**config.mk**
```make
export PLATFORM = sky130hd
export DESIGN_NAME = pfx_fade
export DESIGN_NICKNAME = d
export VERILOG_FILES = /design/src/design/pfx_pkg.sv /design/src/design/pfx_fade.sv
export SDC_FILE = /design/constraint.sdc
export NUM_CORES = 2
export LEC_CHECK = 0
export BUFFER_PORTS_ARGS = -buffer_cell sky130_fd_sc_hd__buf_2
export CORE_AREA = 5 5 278 280
export DETAILED_ROUTE_END_ITERATION = 12
export DIE_AREA = 0 0 283 285
export GPL_TIMING_DRIVEN = 0
export PLACE_DENSITY = 0.77
export SLEW_MARGIN = 10
export SYNTH_ARGS = -nofsm -noshare
export SYNTH_HDL_FRONTEND = slang
export SYNTH_SLANG_ARGS = --single-unit
```
**constraint.sdc**
```tcl
create_clock -name clk -period 9.3 [get_ports clk]
set_input_delay 1.395 -clock clk [delete_from_list [all_inputs] [get_ports clk]]
set_output_delay 1.395 -clock clk [all_outputs]
set_load 0.02 [all_outputs]
```
**src/design/pfx_pkg.sv**
```systemverilog
//------------------------------------------------------------------------------
// pfx_pkg
// Shared types and constants of the pixel fade and border effect unit.
//------------------------------------------------------------------------------
package pfx_pkg;

    localparam int NCH         = 3;
    localparam int ROW_W       = 9;
    localparam int PIX_W       = 32;
    localparam int CFG_IDX_W   = 3;
    localparam int CFG_DATA_W  = 32;
    localparam int SCREEN_ROWS = 480;
    localparam int ROW_CMP_W   = 13;

    localparam logic [ROW_W-1:0] BORDER_BOTTOM_RST = ROW_W'(SCREEN_ROWS);

    localparam logic [2:0] FADE_NONE  = 3'd0;
    localparam logic [2:0] FADE_ADD   = 3'd1;
    localparam logic [2:0] FADE_SUB   = 3'd2;
    localparam logic [2:0] FADE_BLEND = 3'd3;
    localparam logic [2:0] FADE_FILL  = 3'd4;

    localparam logic [1:0] BORDER_FILL   = 2'd0;
    localparam logic [1:0] BORDER_BLEND1 = 2'd1;
    localparam logic [1:0] BORDER_BLEND2 = 2'd2;
    localparam logic [1:0] BORDER_OFF    = 2'd3;

    typedef enum logic [CFG_IDX_W-1:0] {
        REG_FADE_MODE        = 3'd0,
        REG_FADE_ALPHA       = 3'd1,
        REG_FADE_FROM_COLOUR = 3'd2,
        REG_FADE_TO_COLOUR   = 3'd3,
        REG_BORDER_MODE      = 3'd4,
        REG_BORDER_COLOUR    = 3'd5,
        REG_BORDER_TOP       = 3'd6,
        REG_BORDER_BOTTOM    = 3'd7
    } cfg_idx_t;

    typedef struct packed {
        logic [2:0]       fade_mode;
        logic [7:0]       fade_alpha;
        logic [23:0]      fade_from_colour;
        logic [23:0]      fade_to_colour;
        logic [1:0]       border_mode;
        logic [31:0]      border_colour;
        logic [ROW_W-1:0] border_top;
        logic [ROW_W-1:0] border_bottom;
    } cfg_t;

    // fade stage result handed to the border stage
    typedef struct packed {
        logic [PIX_W-1:0] pixel;
        logic             skip_border;
        logic             in_band;
    } fade_res_t;

endpackage

```
**src/design/pfx_fade.sv**
```systemverilog
//------------------------------------------------------------------------------
// pfx_fade
// Fade stages: channel products, then lerp, saturating add/sub, blend and fill.
//------------------------------------------------------------------------------
module pfx_fade
    import pfx_pkg::*;
#(
    parameter int ROWS = SCREEN_ROWS
)
(
    input  logic             clk,
    input  logic             rst_n,
    input  cfg_t             cfg,
    input  logic             in_valid,
    output logic             in_ready,
    input  logic [ROW_W-1:0] row,
    input  logic [PIX_W-1:0] pixel,
    output logic             out_valid,
    input  logic             out_ready,
    output fade_res_t        out_data
);

    typedef enum logic [2:0] {
        OP_PASS,
        OP_ADD,
        OP_SUB,
        OP_BLEND,
        OP_FILL
    } op_t;

    localparam logic [ROW_CMP_W-1:0] ROWS_LIM = ROW_CMP_W'(ROWS);

    // stage 1 registers
    logic             v1_reg;
    op_t              op1_reg;
    logic             band1_reg;
    logic [PIX_W-1:0] px1_reg;
    logic             ge1_reg   [NCH];
    logic [7:0]       f1_reg    [NCH];
    logic [15:0]      prod1_reg [NCH];
    logic [15:0]      pk1_reg   [NCH];
    logic [15:0]      wf1_reg   [NCH];
    logic [15:0]      wt1_reg   [NCH];

    // stage 2 registers
    logic             v2_reg;
    fade_res_t        res2_reg;

    logic             en1;
    logic             en2;
    logic [7:0]       k_c;
    op_t              op_c;
    logic             band_c;
    logic             ge_c   [NCH];
    logic [7:0]       f_c    [NCH];
    logic [7:0]       t_c    [NCH];
    logic [7:0]       p_c    [NCH];
    logic [7:0]       d_c    [NCH];
    logic [15:0]      prod_c [NCH];
    logic [15:0]      pk_c   [NCH];
    logic [15:0]      wf_c   [NCH];
    logic [15:0]      wt_c   [NCH];
    fade_res_t        res2_next;

    assign en2      = !v2_reg || out_ready;
    assign en1      = !v1_reg || en2;
    assign in_ready = en1;

    always_comb
    begin
        k_c = 8'hFF - cfg.fade_alpha;
        if (cfg.fade_alpha != 8'd0 && cfg.fade_mode == FADE_ADD)
        begin
            op_c = OP_ADD;
        end
        else if (cfg.fade_alpha != 8'd0 && cfg.fade_mode == FADE_SUB)
        begin
            op_c = OP_SUB;
        end
        else if (cfg.fade_alpha != 8'd0 && cfg.fade_mode == FADE_BLEND)
        begin
            op_c = OP_BLEND;
        end
        else if (cfg.fade_mode == FADE_FILL)
        begin
            op_c = OP_FILL;
        end
        else
        begin
            op_c = OP_PASS;
        end
        band_c = (ROW_CMP_W'(row) < ROWS_LIM) &&
                 (row < cfg.border_top || row >= cfg.border_bottom);
        for (int i = 0; i < NCH; i++)
        begin
            f_c[i]    = cfg.fade_from_colour[8*i +: 8];
            t_c[i]    = cfg.fade_to_colour[8*i +: 8];
            p_c[i]    = pixel[8*i +: 8];
            ge_c[i]   = t_c[i] >= f_c[i];
            d_c[i]    = ge_c[i] ? (t_c[i] - f_c[i]) : (f_c[i] - t_c[i]);
            prod_c[i] = 16'(cfg.fade_alpha) * 16'(d_c[i]);
            pk_c[i]   = 16'(p_c[i]) * 16'(k_c);
            wf_c[i]   = 16'(k_c) * 16'(f_c[i]);
            wt_c[i]   = 16'(cfg.fade_alpha) * 16'(t_c[i]);
        end
    end

    always_ff @(posedge clk or negedge rst_n)
    begin
        if (!rst_n)
        begin
            v1_reg <= 1'b0;
        end
        else if (en1)
        begin
            v1_reg <= in_valid;
        end
    end

    always_ff @(posedge clk)
    begin
        if (en1 && in_valid)
        begin
            op1_reg   <= op_c;
            band1_reg <= band_c;
            px1_reg   <= pixel;
            for (int i = 0; i < NCH; i++)
            begin
                ge1_reg[i]   <= ge_c[i];
                f1_reg[i]    <= f_c[i];
                prod1_reg[i] <= prod_c[i];
                pk1_reg[i]   <= pk_c[i];
                wf1_reg[i]   <= wf_c[i];
                wt1_reg[i]   <= wt_c[i];
            end
        end
    end

    // per channel lerp, saturate and blend
    always_comb
    begin
        logic [7:0]  p;
        logic [7:0]  c256;
        logic [7:0]  q255;
        logic [7:0]  c255;
        logic [8:0]  asum;
        logic [17:0] bsum;
        logic [7:0]  ch;
        res2_next             = '0;
        res2_next.skip_border = (op1_reg == OP_BLEND);
        res2_next.in_band     = band1_reg;
        res2_next.pixel[31:24] = (op1_reg == OP_FILL) ? 8'h00 : px1_reg[31:24];
        for (int i = 0; i < NCH; i++)
        begin
            p    = px1_reg[8*i +: 8];
            c256 = ge1_reg[i] ? (f1_reg[i] + prod1_reg[i][15:8])
                              : (f1_reg[i] - 8'((17'(prod1_reg[i]) + 17'd255) >> 8));
            q255 = 8'((17'(prod1_reg[i]) + 17'(prod1_reg[i][15:8]) + 17'd1) >> 8);
            c255 = ge1_reg[i] ? (f1_reg[i] + q255) : (f1_reg[i] - q255);
            asum = 9'(p) + 9'(c256);
            bsum = 18'(pk1_reg[i]) + 18'(wf1_reg[i]) + 18'(wt1_reg[i]);
            case (op1_reg)
                OP_ADD:   ch = asum[8] ? 8'hFF : asum[7:0];
                OP_SUB:   ch = (p > c256) ? (p - c256) : 8'h00;
                OP_BLEND: ch = (bsum > 18'd65535) ? 8'hFF : bsum[15:8];
                OP_FILL:  ch = c255;
                default:  ch = p;
            endcase
            res2_next.pixel[8*i +: 8] = ch;
        end
    end

    always_ff @(posedge clk or negedge rst_n)
    begin
        if (!rst_n)
        begin
            v2_reg <= 1'b0;
        end
        else if (en2)
        begin
            v2_reg <= v1_reg;
        end
    end

    always_ff @(posedge clk)
    begin
        if (en2 && v1_reg)
        begin
            res2_reg <= res2_next;
        end
    end

    assign out_valid = v2_reg;
    assign out_data  = res2_reg;

endmodule

```
Yosys cells after proc, flatten, opt, wreduce, memory -nomap -nowiden

Memories as Yosys holds them, arrays and structs flattened.
Cells that the tools add are included.

Bits in registers: 72
Output and inout bits: 36
RAM bits: 219
Memories: 6
Logic and storage cells: 127
Input port bits: 156

Memory list:

| memory    | depth | bits a word | read ports | clocked after memory_dff | wr ports | line           | source |
|---|---|---|---|---|---|---|---|
| pk1_reg   | 3     | 16          | 3          | 0                        | 3        | pfx_fade.sv:41 | `logic [15:0] pk1_reg [NCH];` |
| prod1_reg | 3     | 16          | 3          | 0                        | 3        | pfx_fade.sv:40 | `logic [15:0] prod1_reg [NCH];` |
| wf1_reg   | 3     | 16          | 3          | 0                        | 3        | pfx_fade.sv:42 | `logic [15:0] wf1_reg [NCH];` |
| wt1_reg   | 3     | 16          | 3          | 0                        | 3        | pfx_fade.sv:43 | `logic [15:0] wt1_reg [NCH];` |
| f1_reg    | 3     | 8           | 3          | 0                        | 3        | pfx_fade.sv:39 | `logic [7:0] f1_reg [NCH];` |
| ge1_reg   | 3     | 1           | 3          | 0                        | 3        | pfx_fade.sv:38 | `logic ge1_reg [NCH];` |

Reductions and logical operators: 13
Multiplexer cells: 26
Add/subtract/negate cells: 40
Equal/unequal tests: 8
Magnitude comparators: 12
Multiply operators: 12

Operators by type and width:

| cell                                                 | count |
|---|---|
| multiplier 8 x 8 -> 16 bit                           | 12 |
| two-way mux 8 bit                                    | 18 |
| subtractor 8 bit                                     | 15 |
| one-hot mux 8 bit (4 select lines)                   | 3 |
| adder 17 x 16 -> 18 bit                              | 3 |
| > comparator 18 x 16 -> 1 bit, second input constant | 3 |
| adder 16 x 16 -> 17 bit                              | 3 |
| adder 16 x 1 -> 16 bit, second input constant        | 3 |
| adder 16 x 8 -> 16 bit                               | 3 |
| adder 16 x 8 -> 16 bit, second input constant        | 3 |
| adder 8 bit                                          | 6 |
| adder 8 x 8 -> 9 bit                                 | 3 |
| greater-or-equal comparator 8 bit                    | 3 |
| > comparator 8 bit                                   | 3 |
| == test 3 x 2 -> 1 bit, second input constant        | 4 |
| greater-or-equal comparator 9 bit                    | 1 |
| less-than comparator 9 bit                           | 1 |
| less-than comparator 9 bit, second input constant    | 1 |
| nonzero test 8 bit                                   | 1 |
| subtractor 8 bit, first input constant               | 1 |
| == test 3 x 1 -> 1 bit, second input constant        | 2 |
| == test 3 bit, second input constant                 | 2 |
| logical AND 1 bit                                    | 6 |
| two-way mux 2 bit                                    | 2 |
| other kinds (5)                                      | 9 |

Longest topological paths before layout

An unclocked memory read counts as a cell.

Depth after elaboration: 7
Gate-level depth with buffers: 30
Mapped depth without buffers: 29

Least setup slack after synthesis

No wires, ideal clock.

Kind: input to register
Start: input port out_ready
End: register band1_reg (enable)
Library setup time: 647 ps
Data arrival time: 7482 ps
Setup slack: 1171 ps
Path buffers: 0
Required time: 8653 ps
Stages on the path: 2
Path through: nand3b_1 and2_1

Word-level cells in the longest chain between the ends: 3

Ends and longest elaborated chain:

| element              | line            | source |
|---|---|---|
| start, declared      | pfx_fade.sv:19  | `input logic out_ready,` |
| logical OR 1 bit     | pfx_fade.sv:65  | `assign en2 = !v2_reg \|\| out_ready;` |
| logical OR 1 bit     | pfx_fade.sv:66  | `assign en1 = !v1_reg \|\| en2;` |
| logical AND 1 bit    | pfx_fade.sv:122 | `if (en1 && in_valid)` |
| end signal, assigned | pfx_fade.sv:125 | `band1_reg <= band_c;` |
| end, declared        | pfx_fade.sv:36  | `logic band1_reg;` |

Every way passes these cells.
A chain may end at the register's enable or synchronous reset.

==> run_results.csv <==
group,metric,value,unit
clock_network,cts_buffer_depth,3,
sta,layout_worst_path_cycle_share,93.8,%
floorplanning,start_util,59.6,%
sta,worstMarginPinSlew,1150,ps
layout,final_area,47500,um^2
layout,filler_cell_count,6007,
routing,wirelength,122,mm
worst_setup_path,r2r_start,"prod1_reg[0][22]",
pwr,p_leak,22.7,nW
place,place_area,46400,um^2
global_routing,track_usage,30.2,%
clock_network,cts_buffers,36,
logic_synthesis,ys_seq_elements,291,
worst_setup_path,required,9580,ps
sta,timing.fmax,0.115,GHz
routing,first_pass_iters,5,
min_path,whs_path_depth,0,
logic_synthesis,synth_top_area_share,22.7,%
min_path,min_path_type,"reg -> reg",
logic_synthesis,synth.cell_area,44200,um^2
logic_synthesis,async_flop_share,0.687,%
floorplanning,die_w,283,um
floorplanning,pin_count,192,
place,placed_cells,5771,
logic_synthesis,synth_area_leader_cell,"fa_1",
global_routing,antenna_found_initial,11,
place,hpwl,98.4,mm
place,dp_worst_setup_slack,260,ps
worst_setup_path,reg2reg_to,"out_data[10]",
layout,design.final.nets,6153,
layout,multi_input_area,32200,um^2
global_routing,grt_pass1_vias,33900,
worst_setup_path,rr_worst_depth,22,
logic_synthesis,yosysWarnings,0,
sta,setup_viol,0,
logic_synthesis,synthDistinctLibCells,84,
sta,worst_clock_skew,24.9,ps
layout,fin_cells,5838,
worst_setup_path,crit_fanout,8,
global_routing,grt_max_degree,65,
clock_network,cts_root_buffer,"clkbuf_16",
run_status,status,"complete, no violations",
routing,postRouteAntennaNets,0,
logic_synthesis,seq_area_frac_synth,19.7,%
floorplanning,die_y,285,um
sta,setup_slack,577,ps
layout,layout-area-overhead-vs-synth,7.45,%
floorplanning,core,74200,um^2
sta,hold_viol,0,
logic_synthesis,synth.area.top_cells,"fa_1, edfxtp_1, ha_1",
routing,drc,0,
worst_setup_path,r2r_slack,2870,ps
pwr,vdd_drop_max,0.241,mV
worst_setup_path,critical_path_class,"in -> reg",
logic_synthesis,synth_edf_count,289,
clock_network,cts_max_level,2,
sta,rsz0062_at_grt,"false",
logic_synthesis,syn_inst,4641,
layout,register_area,8730,um^2
clock_network,cts_hold_buf,0,
worst_setup_path,end_kind,"flip-flop",
clock_network,clock-sinks,291,
global_routing,grt_first_pass_wirelength,191,mm
logic_synthesis,syn_area_per_cell,9.53,um^2
min_path,min_from,"band1_reg",
min_path,min_to,"out_data[0]",
layout,final_cell_mix,"inv_1, ha_1, fa_1",
worst_setup_path,cp.arrival,9000,ps
layout,drive_above_1_share,5.45,%
routing,drt_iter0_markers,3430,
clock_network,cts_tree,"done",
routing,dr_total_vias,33900,
clock_network,cts_resized,0,
sta,slew_headroom,23.4,%
job,cap_violations,0,
place,globalplace.congestion,0.978,
clock_network,clock_latency,570,ps
worst_setup_path,start_kind,"primary input",
clock_network,post-cts-setup-buffer-count,0,
sta,period_minus_slack,8720,ps
layout,final_common_cell,"inv_1",
logic_synthesis,syn-num-nets,5954,
sta,drv_slew,0,
floorplanning,rows,100,
floorplanning,dieArea,80700,um^2
pwr,power_density,351,nW/um^2
place,port_buffers,157,
routing,post_drt_via_cell_ratio,5.80,
clock_network,clk_pin_slew_worst_paths,60,ps
logic_synthesis,ys.flop_type,"edfxtp_1",
global_routing,gr-total-overflow,0,
routing,wire_per_inst,21.0,um
## synth_stat cells, types with 74 or more instances
cell      count
o21ai_0     107
edfxtp_1    289
a21oi_1     185
nand2_1     216
nor2b_1     199
inv_1       743
fa_1        501
xor2_1       74
and2_1      217
nor2_1      347
ha_1        656
clkbuf_1    117
nand2b_1    206
xnor2_1     192
## worst max-delay path, stage by stage
cell,delay (ps)
buf_2,260
inv_1,240
fa_1,460
a21o_1,210
a2111oi_2,580
o21a_1,260
or2_1,110
buf_4,170
mux2_2,370
o21ai_1,130
a21boi_1,90
xnor2_1,550
nand2_1,160
fa_1,510
fa_1,490
inv_1,50
fa_1,480
inv_1,50
fa_1,470
inv_1,40
ha_1,300
a21boi_0,170
o311a_1,360
o21a_1,200
o21a_1,190
o211a_1,230
xor2_1,440
## how the worst max path moves through the flow
| stage | start | endpoint | slack (ps) | cells past startpoint |
|---|---|---|---|---|
| 6_report | cfg[93] | prod1_reg[0][46] | 580 | 27 |
| 5_1_grt | cfg[93] | prod1_reg[0][47] | 330 | 28 |
| 4_1_cts | cfg[93] | prod1_reg[0][46] | 810 | 27 |
| 3_5_place_dp | cfg[93] | prod1_reg[0][46] | 260 | 27 |
| 3_3_place_gp | out_ready | wt1_reg[0][7] | -1200 | 3 |
| 2_1_floorplan | out_ready | band1_reg | 1170 | 2 |
## routing by layer
layer	part of all wire [%]	vias up	GRT usage, %	routed length, um
met5	0	-	0	0
met4	4.4	0	11.5	5420
met3	9.3	272	5.53	11400
met2	44	1422	47.3	53800
met1	42	16600	42.2	51800
li1	-	15600	-	-
## logic make-up (layout without fill, tap and decap cells)
| group | count (synthesis) | count (layout) | share of synthesized area, % |
|---|---|---|---|
| XOR/XNOR | 268 | 268 | 5.34 |
| buffers and inverters | 877 | 1102 | 7.48 |
| other | 0 | 3 | 0 |
| multiplexers | 23 | 23 | 0.537 |
| adder cells (fa/ha/maj) | 1157 | 1157 | 41.2 |
| flip-flops | 291 | 291 | 19.7 |
| AND/OR/NAND/NOR | 1403 | 1403 | 16.4 |
| AO/OA/AOI/OAI | 622 | 622 | 9.26 |
## area by class of cell
| class | count | share of cell area (%) |
|---|---|---|
| Clock buffer | 45 | 1.97 |
| Multi-Input combinational cell | 3473 | 67.8 |
| Tap cell | 969 | 2.55 |
| Antenna cell | 3 | 0.0158 |
| Inverter | 743 | 5.87 |
| Sequential cell | 291 | 18.4 |
| Buffer | 134 | 1.10 |
| Clock inverter | 19 | 0.503 |
| Timing Repair Buffer | 161 | 1.88 |
## report_power, final
group          internal (mW)  switching [mW]  leakage (nW)  total (mW)
Clock                  0.836           0.609         0.558        1.44
Combinational           5.25            7.48          19.4        12.7
Sequential              2.22           0.289          2.81        2.51
Total                   8.30            8.38          22.7        16.7
## per-stage QoR
| step | total power [mW] | TNS (ps) | hold slack (ps) | utilization (%) |
|---|---|---|---|---|
| 4_1_cts | 16.4 | 0 | 421 | 64.1 |
| 5_1_grt | 18.2 | 0 | 423 | 64.1 |
| 3_3_place_gp | 14.6 | -301230 | 404 | 62.3 |
| 2_1_floorplan | 11.7 | 0 | 400 | - |
| 6_report | 16.7 | 0 | 418 | 64.1 |
| 3_5_place_dp | 14.8 | 0 | 406 | 62.5 |
No activity file was read; power rests on OpenSTA's default activity.
