`src/design/pfx_pkg.sv`:
```
//------------------------------------------------------------------------------
// pfx_pkg
// Shared types and constants of the pixel fade and border effect unit.
//------------------------------------------------------------------------------
package pfx_pkg;

    localparam int NCH         = 3;
    localparam int ROW_W       = 9;
    localparam int PIX_W       = 32;
    localparam int CFG_IDX_W   = 3;
    localparam int CFG_DATA_W  = 32;
    localparam int SCREEN_ROWS = 480;
    localparam int ROW_CMP_W   = 13;

    localparam logic [ROW_W-1:0] BORDER_BOTTOM_RST = ROW_W'(SCREEN_ROWS);

    localparam logic [2:0] FADE_NONE  = 3'd0;
    localparam logic [2:0] FADE_ADD   = 3'd1;
    localparam logic [2:0] FADE_SUB   = 3'd2;
    localparam logic [2:0] FADE_BLEND = 3'd3;
    localparam logic [2:0] FADE_FILL  = 3'd4;

    localparam logic [1:0] BORDER_FILL   = 2'd0;
    localparam logic [1:0] BORDER_BLEND1 = 2'd1;
    localparam logic [1:0] BORDER_BLEND2 = 2'd2;
    localparam logic [1:0] BORDER_OFF    = 2'd3;

    typedef enum logic [CFG_IDX_W-1:0] {
        REG_FADE_MODE        = 3'd0,
        REG_FADE_ALPHA       = 3'd1,
        REG_FADE_FROM_COLOUR = 3'd2,
        REG_FADE_TO_COLOUR   = 3'd3,
        REG_BORDER_MODE      = 3'd4,
        REG_BORDER_COLOUR    = 3'd5,
        REG_BORDER_TOP       = 3'd6,
        REG_BORDER_BOTTOM    = 3'd7
    } cfg_idx_t;

    typedef struct packed {
        logic [2:0]       fade_mode;
        logic [7:0]       fade_alpha;
        logic [23:0]      fade_from_colour;
        logic [23:0]      fade_to_colour;
        logic [1:0]       border_mode;
        logic [31:0]      border_colour;
        logic [ROW_W-1:0] border_top;
        logic [ROW_W-1:0] border_bottom;
    } cfg_t;

    // fade stage result handed to the border stage
    typedef struct packed {
        logic [PIX_W-1:0] pixel;
        logic             skip_border;
        logic             in_band;
    } fade_res_t;

endpackage

```
`src/design/pfx_border.sv`:
```
//------------------------------------------------------------------------------
// pfx_border
// Border stages: blend products, then fill/blend select into output register.
//------------------------------------------------------------------------------
module pfx_border
    import pfx_pkg::*;
(
    input  logic             clk,
    input  logic             rst_n,
    input  cfg_t             cfg,
    input  logic             in_valid,
    output logic             in_ready,
    input  fade_res_t        in_data,
    output logic             out_valid,
    input  logic             out_ready,
    output logic [PIX_W-1:0] pixel_out
);

    typedef enum logic [1:0] {
        ACT_PASS,
        ACT_FILL,
        ACT_BLEND
    } act_t;

    logic             v3_reg;
    act_t             act3_reg;
    logic [PIX_W-1:0] px3_reg;
    logic [15:0]      pk3_reg [NCH];
    logic [15:0]      ab3_reg [NCH];

    logic             v4_reg;
    logic [PIX_W-1:0] px4_reg;

    logic             en3;
    logic             en4;
    logic [7:0]       ba_c;
    logic [7:0]       kb_c;
    act_t             act_c;
    logic             blend_ok;
    logic [15:0]      pk_c [NCH];
    logic [15:0]      ab_c [NCH];
    logic [PIX_W-1:0] px4_next;

    assign en4      = !v4_reg || out_ready;
    assign en3      = !v3_reg || en4;
    assign in_ready = en3;

    always_comb
    begin
        ba_c     = cfg.border_colour[31:24];
        kb_c     = 8'hFF - ba_c;
        blend_ok = (cfg.border_mode inside {BORDER_BLEND1, BORDER_BLEND2}) &&
                   (cfg.border_top != '0);
        if (in_data.skip_border || !in_data.in_band)
        begin
            act_c = ACT_PASS;
        end
        else if (cfg.border_mode == BORDER_FILL)
        begin
            act_c = ACT_FILL;
        end
        else if (blend_ok)
        begin
            act_c = ACT_BLEND;
        end
        else
        begin
            act_c = ACT_PASS;
        end
        for (int i = 0; i < NCH; i++)
        begin
            pk_c[i] = 16'(in_data.pixel[8*i +: 8]) * 16'(kb_c);
            ab_c[i] = 16'(ba_c) * 16'(cfg.border_colour[8*i +: 8]);
        end
    end

    always_ff @(posedge clk or negedge rst_n)
    begin
        if (!rst_n)
        begin
            v3_reg <= 1'b0;
        end
        else if (en3)
        begin
            v3_reg <= in_valid;
        end
    end

    always_ff @(posedge clk)
    begin
        if (en3 && in_valid)
        begin
            act3_reg <= act_c;
            px3_reg  <= in_data.pixel;
            for (int i = 0; i < NCH; i++)
            begin
                pk3_reg[i] <= pk_c[i];
                ab3_reg[i] <= ab_c[i];
            end
        end
    end

    always_comb
    begin
        logic [16:0] s;
        case (act3_reg)
            ACT_FILL:
            begin
                px4_next = {8'h00, cfg.border_colour[23:0]};
            end
            ACT_BLEND:
            begin
                px4_next = px3_reg;
                for (int i = 0; i < NCH; i++)
                begin
                    s = 17'(pk3_reg[i]) + 17'(ab3_reg[i]);
                    px4_next[8*i +: 8] = s[16] ? 8'hFF : s[15:8];
                end
            end
            default:
            begin
                px4_next = px3_reg;
            end
        endcase
    end

    always_ff @(posedge clk or negedge rst_n)
    begin
        if (!rst_n)
        begin
            v4_reg <= 1'b0;
        end
        else if (en4)
        begin
            v4_reg <= v3_reg;
        end
    end

    always_ff @(posedge clk)
    begin
        if (en4 && v3_reg)
        begin
            px4_reg <= px4_next;
        end
    end

    assign out_valid = v4_reg;
    assign pixel_out = px4_reg;

endmodule

```
`config.mk`:
```
export PLATFORM = sky130hd
export DESIGN_NAME = pfx_border
export DESIGN_NICKNAME = d
export VERILOG_FILES = /design/src/design/pfx_pkg.sv /design/src/design/pfx_border.sv
export SDC_FILE = /design/constraint.sdc
export NUM_CORES = 1
export LEC_CHECK = 0
export ABC_AREA = 1
export BUFFER_PORTS_ARGS = -buffer_cell sky130_fd_sc_hd__buf_4
export CAP_MARGIN = 30
export CORE_MARGIN = 2
export CORE_UTILIZATION = 57
export DETAILED_ROUTE_END_ITERATION = 10
export HOLD_SLACK_MARGIN = 0.1
export PLACE_DENSITY = 0.8
export SLEW_MARGIN = 20
export SYNTH_ARGS = -nofsm -noshare
export SYNTH_HDL_FRONTEND = slang
export SYNTH_SLANG_ARGS = --single-unit
```
`constraint.sdc`:
```
create_clock -name clk -period 3.3 [get_ports clk]
set_input_delay 0.495 -clock clk [delete_from_list [all_inputs] [get_ports clk]]
set_output_delay 0.495 -clock clk [all_outputs]
set_load 0.005 [all_outputs]
```
# After elaboration in Yosys (flattened, before gate mapping)
# Memory sizes are Yosys's and may differ from the RTL's.
# Index checks and enable logic that the tools add are counted.
# W data, S select, Z words.
[op_classes]
n_mux = 8
multipliers = 6
reduce_logical = 13
n_eq_ne = 4
addsub = 4
[op_table]
columns = ["cell", "count"]
rows = [
  ["$mul A8 B8 Y16", 6],
  ["$pmux W32 S2", 1],
  ["$add A16 B16 Y17", 3],
  ["$mux W8", 3],
  ["$reduce_bool A9 Y1", 1],
  ["$sub A8 B8 Y8 const A", 1],
  ["$eq A2 B1 Y1 const B", 2],
  ["$eq A2 B2 Y1 const B", 2],
  ["$logic_and A1 B1 Y1", 3],
  ["$logic_not A1 Y1", 3],
  ["$logic_or A1 B1 Y1", 3],
  ["$mux W1", 3],
  ["$logic_not A2 Y1", 1],
  ["$mux W2", 1],
  ["$reduce_bool A2 Y1", 1],
  ["$reduce_or A2 Y1", 1],
]
[totals]
elab_cells = 43
out_inout_bits = 34
n_memories = 2
ff_bits = 68
mem_bits_rw = 96
[memory_table]
columns = ["memory", "depth", "width", "read_ports", "rd_ports_with_merged_regs", "wr", "line_no", "source"]
rows = [
  ["ab3_reg", 3, 16, 3, 0, 3, "pfx_border.sv:29", "logic [15:0] ab3_reg [NCH];"],
  ["pk3_reg", 3, 16, 3, 0, 3, "pfx_border.sv:28", "logic [15:0] pk3_reg [NCH];"],
]

# Longest topological paths before layout
# Gate-level depths: netlist (run 1).
[depth]
word_depth = 6
depth_mapped = 20

# Worst setup path after synthesis (run 1)
# OpenSTA, ideal clock, no wires.
[synth_path]
kind = "input -> register"
startpoint = "in cfg[46] (netlist name)"
endpoint = "mem ab3_reg[0][14] (data pin)"
n_path_buf = 2
path_stages = 18
path_slack_ns = -1.196
t_arrival_ns = 4.239
cell_sequence = "clkbuf_1 > clkbuf_1 > nand2_1 > fa_1 > fa_1 > inv_1 > fa_1 > inv_1 > fa_1 > inv_1 > ha_1 > a21oi_1 > o21ai_0 > a21oi_1 > nor2_1 > nand3_1 > nand2_1 > xor2_1"
[synth_lines]
columns = ["item", "line_no", "source"]
rows = [
  ["start: declaration", "pfx_border.sv:10", "input cfg_t cfg,"],
  ["end: declaration", "pfx_border.sv:29", ""],
]

==> results of run 1 <==
[kinds of logic (layout without fill, tap and decap cells)]
kind of cell | Yosys count | in the layout | synth area share (%)
and+or+nand+nor | 983 | 983 | 18.7
buffers and inverters | 721 | 1164 | 12.9
adders and majority gates | 480 | 480 | 36.2
AOI/OAI and AO/OA | 209 | 209 | 5.80
DFF | 164 | 164 | 23.4
xor gates and xnor gates | 72 | 72 | 3.00
other | 0 | 2 | 0
[report_power, final]
part / leakage (uW) / switching (uW) / total [uW] / internal [uW]
sequential: 0.00159 / 316 / 3530 / 3220
clock: 0.000287 / 972 / 2110 / 1140
combinational: 0.0134 / 9080 / 16300 / 7220
total: 0.0153 / 10400 / 21900 / 11600
[per-stage QoR]
step / power, uW / setup TNS (ns) / hold WS, ns / std cells
2_1_floorplan: 12200 / -31.37 / 0.199 / 2629
6_report: 21900 / -20.72 / 0.205 / 3542
3_3_place_gp: 16100 / -52.39 / 0.278 / 3443
4_1_cts: 19800 / -16.22 / 0.193 / 3511
5_1_grt: 23500 / -26.26 / 0.199 / 3540
3_5_place_dp: 16500 / -56.39 / 0.282 / 3443
[layer usage]
layer / track usage (%) / up-vias
met3: 6.07 / 316
met1: 41.1 / 9354
met5: 0 / -
li1: - / 8860
met4: 17.2 / 0
met2: 56.6 / 952
[path summary, 6_finish.rpt]
| path | start | endpoint | slack (ns) | cells after the start |
|---|---|---|---|---|
| setup / recovery | cfg[49] | pk3_reg[0][30] | -0.67 | 15 |
| hold / removal | in_data[31] | px3_reg[29] | 0.20 | 1 |
| setup reg to reg | ab3_reg[0][27] | pixel_out[15] | 0.96 | 13 |
| hold reg to reg | v3_reg | out_valid | 0.55 | 2 |
| max in group asynchronous | rst_n | out_valid | 2.84 | 2 |
| min in group asynchronous | rst_n | v3_reg | 0.37 | 2 |
[cell usage in the layout (no fill, tap or decap), types with 10 or more instances in the layout]
cell,n
a21oi_1,68
nor2_4,30
buf_12,19
inv_2,65
nand3b_1,17
a21oi_2,44
inv_1,567
nor2_1,200
nand2_4,30
clkinvlp_4,10
nor2_2,29
ha_1,230
clkbuf_16,20
edfxtp_1,162
nand4_1,12
buf_6,57
xnor2_1,24
buf_16,10
ha_4,34
nand3_1,35
buf_4,380
nand2_1,559
a21oi_4,28
buf_8,13
o21ai_2,26
o21ai_4,15
nand2_2,41
fa_2,19
fa_1,197
xor2_1,37
[layout make-up]
type / count / area (um2)
Multi-Input combinational cell: 1744 / 15400
Fill cell: 2294 / 8060
Sequential cell: 164 / 4910
Timing Repair Buffer: 484 / 4460
Inverter: 648 / 2500
Tap cell: 468 / 586
Clock buffer: 17 / 425
Clock inverter: 15 / 175
Antenna cell: 2 / 5.00
[what timing repair did]
action                                  4_1_cts  5_1_grt
endpoints found under the hold margin         2        0
endpoints found under the setup margin       59       61
hold buffers                                  1        0
cloned                                        7        3
resized for setup                           230      222
buffers inserted                             31       30
pin swaps                                    88      125
==> results.toml, run 1 <==
[route]
vias = 19482
vias_per_cell = 5.50
drt_wl_total_mm = 67.6
firstDrtPassIters = 7
route.detailed.drc = 0
top_layer = "met4"
wl_met2_mm = 32.3
avgRoutedWirePerCell_um = 19.1
drt_iter0_drc = 1418
met1Wirelength_mm = 25.2
wl_met3_mm = 5.65
ant_nets = 0

[outcome]
status = "finished with violations"
violations = "setup timing"

[global_route]
first_global_vias = 19801
antenna_found_initial = 2
grt_max_degree = 74
overflow = 0
grt_usage_pct = 33.4
grt_pass1_wl_mm = 99.7

[logic_synthesis]
synthArstFlopShare_pct = 1.22
ys_ff_latch = 164
syn_area_per_cell_um2 = 8.00
syn_inst = 2629
synth_top_cell_by_area = "edfxtp_1"
synth_cell_types = 43
synthTopCellsByArea = "edfxtp_1, fa_1, ha_1"
yosysTopAreaCellShare_pct = 23.1
yosysWarningCount = 0
yosys-top-cells-count = "inv_1, nand2_1, ha_1, nor2_1, fa_1"
mappedNetlistNets = 3258
synth_area_um2 = 21000
synth.most_common_cell = "inv_1"
synth_flop_cell = "edfxtp_1"
seq_area_frac_synth_pct = 23.4
synth_enable_flop_cells = 162

[place]
dpl_cell_area_um2 = 25400
preCtsSetupSlack_ns = -1.10
portBuffers = 114
globalplace.congestion = 0.940
post-dp-hpwl_mm = 46.6

[floorplanning]
start_util_pct = 57.6
row_count = 70
die_width_um = 196
io_pins = 183
die_h_um = 196
core_um2 = 36500
die_area_um2 = 38500

[setup_path]
cpLargestDelayFamily = "adder cells"
path_cells = "buf_8, buf_12, buf_4, buf_4, nor2_1, fa_1, fa_1, fa_1, ha_1, ha_1, a21oi_1, nor2_1, a211oi_1, o21ai_2, xor2_1"
path_class = "in -> reg"
worst_path_largest_cell_delay_ns = 0.48
cp-end-kind = "flop"
arrival_ns = 4.18
slowest_stage = "fa_1"
worstSetupStartpointType = "input pin"
cp_max_fo = 8
crit_buf_inv = 4
cpMostUsedCell = "fa_1"
worstPathRequired_ns = 3.51

[clock_tree]
cts_tree = "done"
clk_pin_slew_worst_paths_ns = 0.07
clk_latency_ns = 0.47
root_buffer = "clkbuf_16"
cts_buffers = 17
cts.sinks = 164
cts_max_level = 4
clk_path_buf_depth = 2

[final_layout]
drive_gt1_share_pct = 30.3
final_nets = 3688
stdcell_area_um2 = 28500
fin_util_pct = 77.9
syn2layout_area_growth_pct = 35.2

[pwr]
cellPowerDensity_nw_per_um2 = 771
cellLeakagePower_uw = 0.0153
vdd_drop_max_uv = 622

[sta]
fin_crit_ns = 3.97
layout_setup_ws_ns = -0.674
grt_setup_unrepaired = "yes"
finalSetupViolCount = 57
hold_violations = 0
drv_slew = 0
tightest_slew_ns = 0.732
slew_headroom_pct = 51.2
finClkSkew_ns = 0.0150
fmax_mhz = 252
fin_crit_sh_pct = 120

[flow_run]
cap_violations = 0

[worst_hold_path]
hold_class = "in -> reg"
No activity file was read; power rests on OpenSTA's default activity.
==> run 2, diff against run 1 <==
- CORE_ASPECT_RATIO: unset -> 0.75
- CTS_CLUSTER_SIZE: unset -> 24
- SKIP_CTS_REPAIR_TIMING: unset -> 1
==> results.toml, run 2 (same netlist as run 1, synthesis figures left out) <==
[outcome]
status = "finished with violations"
violations = "setup timing"

[route]
vias_per_cell = 5.47
vias = 19499
drt_iter0_drc = 1979
route.detailed.drc = 0
firstDrtPassIters = 6
drt_wl_total_mm = 66.5
ant_nets = 0
avgRoutedWirePerCell_um = 18.7

[floorplanning]
die_h_um = 170
row_count = 60
core_um2 = 36100
start_util_pct = 58.3
die_area_um2 = 38500
die_width_um = 226
io_pins = 183

[setup_path]
rr_worst_depth = 5
arrival_ns = 4.11
path_class = "in -> reg"
cp-end-kind = "flop"
worstSetupStartpointType = "input pin"
worstPathRequired_ns = 3.51
cp_max_fo = 8

[final_layout]
drive_gt1_share_pct = 29.4
final_cell_mix = "inv_1, nand2_1, buf_4"
syn2layout_area_growth_pct = 32.8
diodes = 0
fin_util_pct = 77.4
stdcell_area_um2 = 28000
final_common_cell = "inv_1"
final_nets = 3682

[sta]
whs_ns = 0.207
tightest_slew_ns = 0.837
slew_headroom_pct = 44.1
drv_slew = 0
layout_setup_ws_ns = -0.599
finClkSkew_ns = 0.0145
hold_violations = 0
finalSetupViolCount = 60
grt_setup_unrepaired = "yes"
fin_crit_ns = 3.90
fin_crit_sh_pct = 118
fmax_mhz = 256

[pwr]
combPwrFrac_pct = 73.9
switching_share_pct = 47.8
p_seq_share_pct = 16.8
cellLeakagePower_uw = 0.0150
cellPowerDensity_nw_per_um2 = 761
power_frac_clock_pct = 9.3
vdd_drop_max_uv = 751
p_sw_uw = 10200
p_int_uw = 11100

[place]
portBuffers = 114
dpl_cell_area_um2 = 25500
globalplace.congestion = 1.00
preCtsSetupSlack_ns = -1.10
post-dp-hpwl_mm = 47.7

[global_route]
grt_pass1_wl_mm = 92.9
first_global_vias = 18477
antenna_found_initial = 0
overflow = 0
grt_max_degree = 131
grt_usage_pct = 31.1

[clock_tree]
clk_pin_slew_worst_paths_ns = 0.08
cts_buffers = 17
cts_max_level = 4
cts_tree = "done"
clk_latency_ns = 0.46
clk_path_buf_depth = 2
root_buffer = "clkbuf_16"
cts.sinks = 164

[flow_run]
cap_violations = 0

[worst_hold_path]
hold_class = "in -> reg"
hold_path_depth = 1
[run 2: cell count changes in the layout (fill, tap and decap cells not counted), sizes merged]
| cell | delta |
|---|---|
| buf | -7 |
| clkinv | +3 |
| bufinv | -2 |
| clkbuf | +2 |
| diode | -2 |
| inv | -2 |
| bufbuf | -1 |
| clkinvlp | +1 |
[run 2: worst paths after layout]
| kind | from | end | slack [ns] |
|---|---|---|---|
| hold reg to reg | v3_reg | out_valid | 0.51 |
| hold / removal | in_data[30] | px3_reg[28] | 0.21 |
| setup / recovery | cfg[47] | ab3_reg[0][15] | -0.60 |
| setup reg to reg | act3_reg[0] | pixel_out[23] | 1.02 |
| max in group asynchronous | rst_n | out_valid | 2.87 |
| min in group asynchronous | rst_n | v3_reg | 0.35 |
[run 2: power by group through the flow]
stage                     logic, uW  clock network [uW]  registers [uW]
after floorplan                8780                   0            3380
after CTS                     13200                1960            3550
after global routing          17100                2060            3580
after global placement        12600                   0            3590
final                         15700                1970            3570
after detailed placement      13000                   0            3580
[run 2: layer usage]
metal | GRT usage, % | share of wire (%) | wire (um) | vias to the layer above
li1 | - | - | - | 8840
met3 | 5.44 | 10 | 6980 | 273
met5 | 0 | 0 | 0 | -
met1 | 44.0 | 39 | 26200 | 9243
met4 | 8.21 | 4.9 | 3240 | 0
met2 | 49.7 | 45 | 30200 | 1143
[run 2: metrics by stage]
step	power [uW]	TNS (ns)	cells
finish	21300	-22.90	3562
global route	22700	-27.49	3562
CTS	18700	-27.49	3515
detailed placement	16600	-57.17	3483
global placement	16200	-53.53	3483
floorplan	12200	-31.37	2629
[run 2: cell type report]
type / count / area (um2)
well taps: 496 / 621
fillers: 2205 / 8160
clock buffers: 17 / 425
clock inverters: 15 / 143
flip-flops and latches: 164 / 4910
repair buffers: 478 / 4180
multi-input cells: 1744 / 15200
inverters: 648 / 2500
[run 2: worst max-delay path, cell delays in order]
cell	delay (ns)
buf_16	0.13
buf_4	0.13
nand2_2	0.05
fa_1	0.50
fa_1	0.57
inv_1	0.08
fa_1	0.48
inv_1	0.05
fa_1	0.47
inv_1	0.06
ha_4	0.30
buf_4	0.14
nand3_2	0.10
o21ai_4	0.28
a21oi_2	0.11
xor2_1	0.14
